===== config.mk =====
export PLATFORM = sky130hd
export DESIGN_NAME = sha256_stream_hasher
export DESIGN_NICKNAME = d
export VERILOG_FILES = /design/src/rtl/core/sha256sh_pkg.sv /design/src/rtl/core/sha256sh_schedule.sv /design/src/rtl/core/sha256sh_compress.sv /design/src/rtl/core/sha256_stream_hasher.sv
export SDC_FILE = /design/constraint.sdc
export NUM_CORES = 2
export LEC_CHECK = 0
export BUFFER_PORTS_ARGS = -buffer_cell sky130_fd_sc_hd__buf_2
export CAP_MARGIN = 20
export CORE_MARGIN = 2
export CORE_UTILIZATION = 45
export DETAILED_ROUTE_END_ITERATION = 10
export GPL_TIMING_DRIVEN = 0
export SYNTH_ARGS = -nofsm -noshare
export SYNTH_HDL_FRONTEND = slang
export SYNTH_SLANG_ARGS = --single-unit

===== constraint.sdc =====
create_clock -name clock -period 44.8 [get_ports clock]
set_input_delay 4.48 -clock clock [delete_from_list [all_inputs] [get_ports clock]]
set_output_delay 4.48 -clock clock [all_outputs]
set_load 0.05 [all_outputs]

===== src/rtl/core/sha256sh_pkg.sv =====
`timescale 1ns / 1ps
// ----------------------------------------------------------------------------
// SHA-256 stream hasher package
// Round constants, initial hash values, sigma functions and the control
// bundles shared by the sequencer, the message schedule and the round unit.
// ----------------------------------------------------------------------------
package sha256sh_pkg;

   localparam logic [7:0] PAD_MARK = 8'h80;

   localparam logic [31:0] IV_TABLE [8] = '{
      32'h6a09e667, 32'hbb67ae85, 32'h3c6ef372, 32'ha54ff53a,
      32'h510e527f, 32'h9b05688c, 32'h1f83d9ab, 32'h5be0cd19
   };

   localparam logic [31:0] K_TABLE [64] = '{
      32'h428a2f98, 32'h71374491, 32'hb5c0fbcf, 32'he9b5dba5,
      32'h3956c25b, 32'h59f111f1, 32'h923f82a4, 32'hab1c5ed5,
      32'hd807aa98, 32'h12835b01, 32'h243185be, 32'h550c7dc3,
      32'h72be5d74, 32'h80deb1fe, 32'h9bdc06a7, 32'hc19bf174,
      32'he49b69c1, 32'hefbe4786, 32'h0fc19dc6, 32'h240ca1cc,
      32'h2de92c6f, 32'h4a7484aa, 32'h5cb0a9dc, 32'h76f988da,
      32'h983e5152, 32'ha831c66d, 32'hb00327c8, 32'hbf597fc7,
      32'hc6e00bf3, 32'hd5a79147, 32'h06ca6351, 32'h14292967,
      32'h27b70a85, 32'h2e1b2138, 32'h4d2c6dfc, 32'h53380d13,
      32'h650a7354, 32'h766a0abb, 32'h81c2c92e, 32'h92722c85,
      32'ha2bfe8a1, 32'ha81a664b, 32'hc24b8b70, 32'hc76c51a3,
      32'hd192e819, 32'hd6990624, 32'hf40e3585, 32'h106aa070,
      32'h19a4c116, 32'h1e376c08, 32'h2748774c, 32'h34b0bcb5,
      32'h391c0cb3, 32'h4ed8aa4a, 32'h5b9cca4f, 32'h682e6ff3,
      32'h748f82ee, 32'h78a5636f, 32'h84c87814, 32'h8cc70208,
      32'h90befffa, 32'ha4506ceb, 32'hbef9a3f7, 32'hc67178f2
   };

   // Round unit control
   typedef struct packed {
      logic load;     // copy chaining value into working variables
      logic round;    // run one compression round
      logic update;   // fold working variables into chaining value
      logic reinit;   // return chaining value to initial hash
   } sha_ctrl_type;

   // Message schedule control
   typedef struct packed {
      logic push;     // shift in an assembled message word
      logic advance;  // shift in the next expanded schedule word
   } sched_ctrl_type;

   function automatic logic [31:0] big_sigma0(input logic [31:0] x);
      return {x[1:0], x[31:2]} ^ {x[12:0], x[31:13]} ^ {x[21:0], x[31:22]};
   endfunction

   function automatic logic [31:0] big_sigma1(input logic [31:0] x);
      return {x[5:0], x[31:6]} ^ {x[10:0], x[31:11]} ^ {x[24:0], x[31:25]};
   endfunction

   function automatic logic [31:0] small_sigma0(input logic [31:0] x);
      return {x[6:0], x[31:7]} ^ {x[17:0], x[31:18]} ^ {3'b000, x[31:3]};
   endfunction

   function automatic logic [31:0] small_sigma1(input logic [31:0] x);
      return {x[16:0], x[31:17]} ^ {x[18:0], x[31:19]} ^ {10'b0, x[31:10]};
   endfunction

endpackage


===== src/rtl/core/sha256sh_schedule.sv =====
`timescale 1ns / 1ps
// ----------------------------------------------------------------------------
// SHA-256 message schedule
// Sixteen-word sliding window: filled with message words, then expanded one
// schedule word per round.
// ----------------------------------------------------------------------------
module sha256sh_schedule (
   input  logic                        clock,
   input  sha256sh_pkg::sched_ctrl_type ctrl,
   input  logic [31:0]                 push_word,
   output logic [31:0]                 w_head
);
   import sha256sh_pkg::*;

   logic [31:0] win_ff [16];
   logic [31:0] next_w;

   // window entry i holds W[t+i]
   assign next_w = small_sigma1(win_ff[14]) + win_ff[9] + small_sigma0(win_ff[1]) + win_ff[0];
   assign w_head = win_ff[0];

   always_ff @(posedge clock) begin
      if (ctrl.push || ctrl.advance) begin
         for (int i = 0; i < 15; i++) begin
            win_ff[i] <= win_ff[i + 1];
         end
         win_ff[15] <= ctrl.push ? push_word : next_w;
      end
   end

endmodule


===== src/rtl/core/sha256sh_compress.sv =====
`timescale 1ns / 1ps
// ----------------------------------------------------------------------------
// SHA-256 round unit
// One compression round per cycle while ctrl.round is set, on the working
// variables, plus the chaining value and its end-of-block update.
// ----------------------------------------------------------------------------
module sha256sh_compress (
   input  logic                       clock,
   input  logic                       reset,
   input  sha256sh_pkg::sha_ctrl_type ctrl,
   input  logic [31:0]                k_word,
   input  logic [31:0]                w_word,
   input  logic [2:0]                 word_sel,
   output logic [31:0]                digest_word
);
   import sha256sh_pkg::*;

   logic [31:0] chain_ff [8];
   logic [31:0] v_ff [8];
   logic [31:0] ch;
   logic [31:0] maj;
   logic [31:0] t1;
   logic [31:0] t2;

   assign ch  = (v_ff[4] & v_ff[5]) ^ (~v_ff[4] & v_ff[6]);
   assign maj = (v_ff[0] & v_ff[1]) ^ (v_ff[0] & v_ff[2]) ^ (v_ff[1] & v_ff[2]);
   assign t1  = v_ff[7] + big_sigma1(v_ff[4]) + ch + k_word + w_word;
   assign t2  = big_sigma0(v_ff[0]) + maj;

   assign digest_word = chain_ff[word_sel];

   always_ff @(posedge clock) begin
      if (reset) begin
         chain_ff <= IV_TABLE;
      end else if (ctrl.reinit) begin
         chain_ff <= IV_TABLE;
      end else if (ctrl.update) begin
         for (int i = 0; i < 8; i++) begin
            chain_ff[i] <= chain_ff[i] + v_ff[i];
         end
      end
   end

   always_ff @(posedge clock) begin
      if (ctrl.load) begin
         v_ff <= chain_ff;
      end else if (ctrl.round) begin
         v_ff[0] <= t1 + t2;
         v_ff[1] <= v_ff[0];
         v_ff[2] <= v_ff[1];
         v_ff[3] <= v_ff[2];
         v_ff[4] <= v_ff[3] + t1;
         v_ff[5] <= v_ff[4];
         v_ff[6] <= v_ff[5];
         v_ff[7] <= v_ff[6];
      end
   end

endmodule


===== src/rtl/core/sha256_stream_hasher.sv =====
`timescale 1ns / 1ps
// ----------------------------------------------------------------------------
// SHA-256 stream hasher
// Byte-stream SHA-256 with padding and digest output as eight words.
// ----------------------------------------------------------------------------
// Each request carries at most one message byte (req_tuser) and may end the
// message (req_tlast). Every 64th byte starts a block compression: 64 rounds
// through the single round unit, one per cycle, then an update step that
// folds the result into the chaining value; req_tready stays low throughout
// the compression. Ending a message writes the padding bytes (0x80, zeros,
// 64-bit big-endian bit length) one per cycle through the same byte path,
// runs one or two more compressions, then presents the digest as eight
// 32-bit words on the rsp_ channel, word 0 first, one per accepted response.
// After word 7 the hash returns to its initial value and req_tready rises
// again. The bit counter wraps modulo 2^64.
// ----------------------------------------------------------------------------
module sha256_stream_hasher (
   input  logic        clock,
   input  logic        reset,
   input  logic        req_tvalid,
   output logic        req_tready,
   input  logic [7:0]  req_tdata,   // [7:0] data_byte
   input  logic        req_tuser,   // [0] has_byte
   input  logic        req_tlast,   // end_of_message
   output logic        rsp_tvalid,
   input  logic        rsp_tready,
   output logic [31:0] rsp_tdata,   // [31:0] digest_word
   output logic [2:0]  rsp_tuser,   // [2:0] word_index
   output logic        rsp_tlast    // last_word
);
   import sha256sh_pkg::*;

   localparam logic [2:0] ST_IDLE   = 3'd0;
   localparam logic [2:0] ST_PAD    = 3'd1;
   localparam logic [2:0] ST_ROUND  = 3'd2;
   localparam logic [2:0] ST_UPDATE = 3'd3;
   localparam logic [2:0] ST_EMIT   = 3'd4;

   localparam logic [5:0] POS_LAST  = 6'd63;
   localparam logic [5:0] LEN_POS   = 6'd56;
   localparam logic [5:0] RND_LAST  = 6'd63;
   localparam logic [2:0] WORD_LAST = 3'd7;

   logic [2:0]  state_ff, state_in;
   logic [5:0]  pos_ff, pos_in;          // byte position in the block
   logic [23:0] acc_ff, acc_in;          // partial big-endian word
   logic [63:0] bit_len_ff, bit_len_in;
   logic [5:0]  rnd_ff, rnd_in;
   logic        end_pend_ff, end_pend_in;
   logic        pad_first_ff, pad_first_in;
   logic        len_here_ff, len_here_in; // length field goes in this block
   logic        in_pad_ff, in_pad_in;
   logic [2:0]  out_idx_ff, out_idx_in;

   logic        req_acc;
   logic        rsp_acc;
   logic        wr_en;
   logic [7:0]  wr_byte;
   logic [63:0] len_shift;
   logic [31:0] w_head;
   logic [31:0] digest_word;

   sha_ctrl_type   cctl;
   sched_ctrl_type sctl;

   assign req_acc = req_tvalid && req_tready;
   assign rsp_acc = rsp_tvalid && rsp_tready;

   // length bytes go out most significant first at positions 56..63
   assign len_shift = bit_len_ff >> {~pos_ff[2:0], 3'b000};

   always_comb begin
      state_in     = state_ff;
      pos_in       = pos_ff;
      acc_in       = acc_ff;
      bit_len_in   = bit_len_ff;
      rnd_in       = rnd_ff;
      end_pend_in  = end_pend_ff;
      pad_first_in = pad_first_ff;
      len_here_in  = len_here_ff;
      in_pad_in    = in_pad_ff;
      out_idx_in   = out_idx_ff;
      wr_en        = 1'b0;
      wr_byte      = 8'h00;
      cctl         = '0;
      sctl         = '0;

      unique case (state_ff)
         ST_IDLE: begin
            if (req_acc) begin
               if (req_tuser) begin
                  wr_en      = 1'b1;
                  wr_byte    = req_tdata;
                  bit_len_in = bit_len_ff + 64'd8;
               end
               if (req_tuser && pos_ff == POS_LAST) begin
                  // block full: compress first, pad afterwards if ending
                  state_in    = ST_ROUND;
                  end_pend_in = req_tlast;
                  rnd_in      = '0;
                  cctl.load   = 1'b1;
               end else if (req_tlast) begin
                  state_in     = ST_PAD;
                  pad_first_in = 1'b1;
                  in_pad_in    = 1'b1;
               end
            end
         end
         ST_PAD: begin
            wr_en = 1'b1;
            if (pad_first_ff) begin
               wr_byte      = PAD_MARK;
               pad_first_in = 1'b0;
               len_here_in  = (pos_ff < LEN_POS);
            end else if (pos_ff >= LEN_POS && len_here_ff) begin
               wr_byte = len_shift[7:0];
            end
            if (pos_ff == POS_LAST) begin
               state_in  = ST_ROUND;
               rnd_in    = '0;
               cctl.load = 1'b1;
            end
         end
         ST_ROUND: begin
            cctl.round   = 1'b1;
            sctl.advance = 1'b1;
            rnd_in       = rnd_ff + 6'd1;
            if (rnd_ff == RND_LAST) begin
               state_in = ST_UPDATE;
            end
         end
         ST_UPDATE: begin
            cctl.update = 1'b1;
            end_pend_in = 1'b0;
            if (in_pad_ff) begin
               if (len_here_ff) begin
                  state_in   = ST_EMIT;
                  bit_len_in = '0;
                  in_pad_in  = 1'b0;
                  out_idx_in = '0;
               end else begin
                  // marker spilled past the length field: one more block
                  state_in    = ST_PAD;
                  len_here_in = 1'b1;
               end
            end else if (end_pend_ff) begin
               state_in     = ST_PAD;
               pad_first_in = 1'b1;
               in_pad_in    = 1'b1;
            end else begin
               state_in = ST_IDLE;
            end
         end
         ST_EMIT: begin
            if (rsp_acc) begin
               if (out_idx_ff == WORD_LAST) begin
                  cctl.reinit = 1'b1;
                  state_in    = ST_IDLE;
                  out_idx_in  = '0;
               end else begin
                  out_idx_in = out_idx_ff + 3'd1;
               end
            end
         end
         default: begin
            state_in = ST_IDLE;
         end
      endcase

      // shared byte path: assemble big-endian words, push every fourth byte
      if (wr_en) begin
         pos_in = pos_ff + 6'd1;
         acc_in = {acc_ff[15:0], wr_byte};
         if (pos_ff[1:0] == 2'b11) begin
            sctl.push = 1'b1;
         end
      end
   end

   always_ff @(posedge clock) begin
      if (reset) begin
         state_ff     <= ST_IDLE;
         pos_ff       <= '0;
         bit_len_ff   <= '0;
         rnd_ff       <= '0;
         end_pend_ff  <= 1'b0;
         pad_first_ff <= 1'b0;
         len_here_ff  <= 1'b0;
         in_pad_ff    <= 1'b0;
         out_idx_ff   <= '0;
      end else begin
         state_ff     <= state_in;
         pos_ff       <= pos_in;
         bit_len_ff   <= bit_len_in;
         rnd_ff       <= rnd_in;
         end_pend_ff  <= end_pend_in;
         pad_first_ff <= pad_first_in;
         len_here_ff  <= len_here_in;
         in_pad_ff    <= in_pad_in;
         out_idx_ff   <= out_idx_in;
      end
   end

   always_ff @(posedge clock) begin
      acc_ff <= acc_in;
   end

   sha256sh_schedule u_schedule (
      .clock     (clock),
      .ctrl      (sctl),
      .push_word ({acc_ff, wr_byte}),
      .w_head    (w_head)
   );

   sha256sh_compress u_compress (
      .clock       (clock),
      .reset       (reset),
      .ctrl        (cctl),
      .k_word      (K_TABLE[rnd_ff]),
      .w_word      (w_head),
      .word_sel    (out_idx_ff),
      .digest_word (digest_word)
   );

   assign req_tready = (state_ff == ST_IDLE);
   assign rsp_tvalid = (state_ff == ST_EMIT);
   assign rsp_tdata  = digest_word;
   assign rsp_tuser  = out_idx_ff;
   assign rsp_tlast  = (out_idx_ff == WORD_LAST);

   // hold requests off while the digest is being delivered
   a_no_overlap: assert property (@(posedge clock) disable iff (reset)
      rsp_tvalid |-> !req_tready)
      else $error("request accepted during digest output");

   a_round_end: assert property (@(posedge clock) disable iff (reset)
      (state_ff == ST_ROUND && rnd_ff == RND_LAST) |=> (state_ff == ST_UPDATE))
      else $error("compression did not end after the last round");

   a_emit_aligned: assert property (@(posedge clock) disable iff (reset)
      (state_ff == ST_EMIT) |-> (pos_ff == 6'd0))
      else $error("digest output with a partly filled block");

   a_restart: assert property (@(posedge clock) disable iff (reset)
      (rsp_acc && rsp_tlast) |=> (req_tready && bit_len_ff == 64'd0))
      else $error("hasher not restarted after the final digest word");

endmodule

# Word level (Yosys, flattened, before mapping)
# Memories as Yosys holds them, arrays and structs flattened.
# Cells that the tools add are included.
# op_classes
bitwise	20
n_shift	1
n_reduce_logical	21
muxes	70
n_eq_ne	23
magnitude_cmp	4
addsub	22
# ops
cell	n
adder 32 bit	18
two-way mux 256 bit	2
bitwise XOR 32 bit	9
two-way mux 64 bit	4
bitwise AND 32 bit	5
two-way mux 32 bit	5
one-hot mux 64 bit (2 select lines)	1
binary-select mux 32 bit (select 3 bit)	1
adder 64 x 4 -> 64 bit (second input constant)	1
right shift 64 x 6 -> 8 bit	1
two-way mux 3 bit	13
two-way mux 8 bit	4
inverter 32 bit	1
bitwise XOR 32 x 22 -> 32 bit	1
bitwise XOR 32 x 29 -> 32 bit	1
two-way mux 1 bit	27
two-way mux 6 bit	3
one-hot mux 6 bit (3 select lines)	1
inequality test 2 bit (second input constant)	8
one-hot mux 8 bit (2 select lines)	1
one-hot mux 3 bit (5 select lines)	1
adder 6 x 1 -> 6 bit (second input constant)	2
equality test 6 bit (second input constant)	2
inequality test 2 x 1 -> 1 bit (second input constant)	6
other kinds (26)	43
# totals
romBits	2048
ram_bits	512
regBits	622
n_memories	2
output_inout_bits	38
input_bits	14
elab_cells	189
# mem_list
memory	depth	width	read_ports	rd_clocked_by_memory_dff	write_ports	line_no	rtl
(no name shown)	64	32	1	0	0	sha256_stream_hasher.sv:219	.k_word (K_TABLE[rnd_ff]),
u_schedule.win_ff	16	32	16	0	16	sha256sh_schedule.sv:15	logic [31:0] win_ff [16];

# Logic depth before layout (Yosys ltp)
# logic_depth
depth_word	9
mapped_depth	38
ltp_nobuf	36

# Hierarchy
# A second synthesis with hierarchy kept.
# unflattened
hier_cells	6730
hier_area_um2	70954.3
# by_module_without_submodules
module	area_per_inst_um2	cells_each	instances	seq_area_each_um2
sha256sh_compress	41930.2	4439	1	12812.3
sha256sh_schedule	20558.5	1187	1	15374.7
sha256_stream_hasher	8465.6	1104	1	2382.3

# Worst setup path before layout
# No wires, ideal clock.
# synth_timing
kind	input port to flip-flop
from	input req_tvalid
to	memory u_schedule.win_ff[0][0], enable pin
stages	6
arrival_time_ns	14.177
n_path_buf	1
setup_slack_ns	26.952
setup_time_ns	3.671
required_time_ns	41.129
cell_sequence	and3_1 -> nor2_1 -> inv_1 -> nand2_1 -> clkbuf_1 -> nand2_1
# synth_lines
element	line_no	rtl
start: declaration	sha256_stream_hasher.sv:20	input logic req_tvalid,
end: declaration	sha256sh_schedule.sv:15	

# Final worst setup path
# layout_timing
from	register rnd_ff[2]
to	register u_compress.v_ff[255] (netlist bit) (data pin)
# layout_between
elab_chain_len	9
# layout_lines
element	line_no	rtl
start: declaration	sha256_stream_hasher.sv:48	logic [5:0] rnd_ff, rnd_in;
start signal: assignment	sha256_stream_hasher.sv:195	rnd_ff <= rnd_in;
inverter 6 -> 7 bit (not written as such)	sha256_stream_hasher.sv:219	
memory (64 x 32 bit)	n/a	
two-way mux 32 bit (not written as such) (2 in series)	sha256_stream_hasher.sv:219	
adder 32 bit (2 in series)	sha256sh_compress.sv:27	assign t1 = v_ff[7] + big_sigma1(v_ff[4]) + ch + k_word + w_word;
adder 32 bit	sha256sh_compress.sv:48	v_ff[0] <= t1 + t2;
two-way mux 256 bit	sha256sh_compress.sv:47	end else if (ctrl.round) begin
two-way mux 256 bit	sha256sh_compress.sv:45	if (ctrl.load) begin
end signal: assignment	sha256sh_compress.sv:46	v_ff <= chain_ff;
end: declaration	sha256sh_compress.sv:19	logic [31:0] v_ff [8];
# No other way between the ends. The select of a mux whose other input is x is not followed.
# A chain may end at the register's enable or synchronous reset.

==> impl_metrics.py <==
metrics = {
    "logic_synthesis": {
        "syn_inst": 6877,
        "yosysWarnings": 0,
        "ys_async_sr_fraction": 0,
        "synth-seq-cells": 1131,
        "synth_nets": 7499,
        "yosysSeqAreaShare": 0.440,
        "avgSynthCellArea_um2": 10.1,
        "synth_cell_types": 85,
        "syn_area_um2": 69500,
        "yosys_most_used_dff": "edfxtp_1",
        "synth_edf_count": 792,
    },
    "route": {
        "routed_wl_mm": 280,
        "viasPerCell": 6.13,
        "drt_iter0_drc": 7767,
        "drtAntennaViolNets": 0,
        "vias": 56880,
        "drc": 0,
        "wl_per_cell_um": 30.1,
        "dr.pass1.iters": 7,
    },
    "status": {
        "outcome": "finished clean",
    },
    "cts": {
        "cts_tree": "yes",
        "cts_setup_buffers": 0,
        "clk_latency_ns": 0.80,
        "cts_resized": 0,
        "clkTransAtPathRegs_ns": 0.06,
        "root_buffer": "clkbuf_16",
        "cts_sinks": 1131,
        "h-tree-depth": 4,
        "numCtsBuffers": 131,
        "hold_buffers": 0,
        "clock_path_buffers": 3,
    },
    "timing": {
        "tightestPinTransition_ns": 1.38,
        "min_period_ns": 11.92,
        "relSlewSlack": 0.0830,
        "setup_viol": 0,
        "worst_slack_ns": 32.88,
        "rsz0062_at_grt": "no",
        "fmax_ghz": 0.0839,
        "hold_violations": 0,
        "hold_slack_ns": 0.406,
        "maxSlewViolCount": 0,
        "period_share": 0.266,
        "fin_setup_tns_ns": 0,
        "worst_clock_skew_ns": 0.0621,
    },
    "grt": {
        "grt_first_pass_wirelength_mm": 389,
        "antenna_found_initial": 14,
        "overflow": 0,
        "grt_pass1_vias": 52473,
        "grt_max_degree": 79,
        "grt_usage": 0.348,
    },
    "critical_path": {
        "startpoint": "rnd_ff[2]",
        "worst_setup_path_start_kind": "flop",
        "crit_end": "u_compress.v_ff[255]",
        "arrival_ns": 12.46,
        "r2r_end": "u_compress.v_ff[255]",
        "cp_max_fo": 26,
        "r2r_slack_ns": 32.88,
        "ff2ff_path_depth": 35,
        "cpMaxStageDelayCell": "dfxtp_1",
        "rr_startpoint": "rnd_ff[2]",
        "max_stage_delay_ns": 1.08,
        "end_kind": "flop",
        "cp.required_ns": 45.34,
        "critical_path_class": "reg -> reg",
    },
    "floorplan": {
        "die_w_um": 397,
        "chipHeight_um": 397,
        "num_io_pins": 52,
        "num_rows": 144,
        "core_area_um2": 154000,
        "die_area_um2": 158000,
        "start_util": 0.453,
    },
    "finish": {
        "area_delta_synth_final_pct": 12.2,
        "final_util": 0.508,
        "final_common_cell": "nand2_1",
        "drive_gt1_frac": 0.0708,
        "fin_nets": 7745,
        "most-common-layout-cells": "1123 x nand2_1, 792 x edfxtp_1, 492 x a21oi_1",
    },
    "run": {
        "max_cap_violations": 0,
    },
    "place": {
        "port_buffers": 50,
        "dp_hpwl_mm": 217,
        "place_ws_ns": 33.38,
        "gp_congestion": 1.05,
    },
    "hold_path": {
        "hp-class": "reg -> reg",
    },
}
-- Yosys cell counts (15+ instances only) --
master | instances | area, um2
a211o_1 | 18 | 158
a211oi_1 | 56 | 420
a21o_1 | 167 | 1250
a21oi_1 | 492 | 2460
a221oi_1 | 15 | 131
a31oi_1 | 54 | 338
and2_1 | 23 | 144
and3_1 | 44 | 275
buf_1 | 43 | 161
clkbuf_1 | 269 | 1010
dfxtp_1 | 339 | 6790
edfxtp_1 | 792 | 23800
fa_1 | 197 | 3940
ha_1 | 411 | 5140
inv_1 | 332 | 1250
mux2_2 | 58 | 653
mux2i_1 | 34 | 340
mux4_2 | 83 | 1870
nand2_1 | 1125 | 4220
nand2b_1 | 78 | 488
nand3_1 | 128 | 641
nand4_1 | 31 | 194
nor2_1 | 377 | 1420
nor2b_1 | 58 | 363
nor3_1 | 82 | 410
nor4_1 | 18 | 113
o211ai_1 | 115 | 863
o21a_1 | 61 | 458
o21ai_0 | 388 | 1940
o21bai_1 | 50 | 375
o22ai_1 | 16 | 100
o31ai_1 | 38 | 285
or3_1 | 55 | 344
xnor2_1 | 384 | 3360
xor2_1 | 216 | 1890
-- critical path, delay by kind of cell (launching register included) --
family | cells | cell delay (ns)
buffers and inverters | 7 | 1.68
and+or+nand+nor | 6 | 0.93
xor gates and xnor gates | 2 | 0.45
DFF | 1 | 1.08
AOI/OAI and AO/OA | 13 | 4.67
adders and majority gates | 6 | 2.55
muxes | 1 | 0.26
-- registers in the layout, summed over array words and instances (netlist names), 3 cells and up --
name,flops
pos_ff,6
state_ff,3
bit_len_ff,61
acc_ff,24
u_compress.v_ff,256
rsp_tuser,3
u_schedule.win_ff,512
u_compress.chain_ff,256
rnd_ff,6
-- stage by stage --
stage               std cells  area (um2)
finish                   9279       78000
global route             9273       78000
CTS                      9264       77900
detailed placement       9025       73400
global placement         8971       72400
floorplan                6877       69500
-- layout make-up --
class / count / area (um2)
plain buffers: 315 / 1210
flip-flops and latches: 1131 / 30600
diodes: 6 / 15.0
repair buffers: 113 / 1370
well taps: 2044 / 2560
clock inverters: 64 / 916
clock buffers: 175 / 3570
inverters: 335 / 1260
fillers: 14069 / 75700
multi-input cells: 5096 / 36600
-- routing by layer --
layer / part of all wire / vias up / wire [um] / global-route usage
met5: 0.00018 / - / 51 / 0
met4: 0.061 / 8 / 17000 / 0.183
met3: 0.11 / 651 / 30400 / 0.0924
met2: 0.41 / 3159 / 116000 / 0.495
met1: 0.42 / 28042 / 116000 / 0.484
li1: - / 25020 / - / -
-- worst min path at each step --
stage	from	to	slack [ns]	depth (start not counted)
floorplan	u_schedule.win_ff[0][132]	u_schedule.win_ff[0][100]	0.40	0
global placement	u_schedule.win_ff[0][135]	u_schedule.win_ff[0][103]	0.40	0
detailed placement	u_schedule.win_ff[0][140]	u_schedule.win_ff[0][108]	0.40	0
CTS	u_schedule.win_ff[1][244]	u_schedule.win_ff[1][212]	0.40	0
global route	u_schedule.win_ff[1][23]	u_schedule.win_ff[0][247]	0.41	0
finish	u_schedule.win_ff[0][87]	u_schedule.win_ff[0][55]	0.41	0
-- cells by family (layout without fill, tap and decap cells) --
| logic type | after synthesis | in the layout | share of synthesized area |
|---|---|---|---|
| multiplexers | 175 | 175 | 0.0412 |
| AND/OR/NAND/NOR | 2097 | 2097 | 0.133 |
| other | 0 | 6 | 0 |
| AO/OA/AOI/OAI | 1612 | 1612 | 0.145 |
| XOR/XNOR | 601 | 601 | 0.0759 |
| adder cells (fa/ha/maj) | 611 | 611 | 0.131 |
| buffers and inverters | 650 | 1002 | 0.0351 |
| flip-flops | 1131 | 1131 | 0.440 |
Power is not shown: default switching activity piles up to over one toggle a cycle in this logic, so the estimate is an artifact.
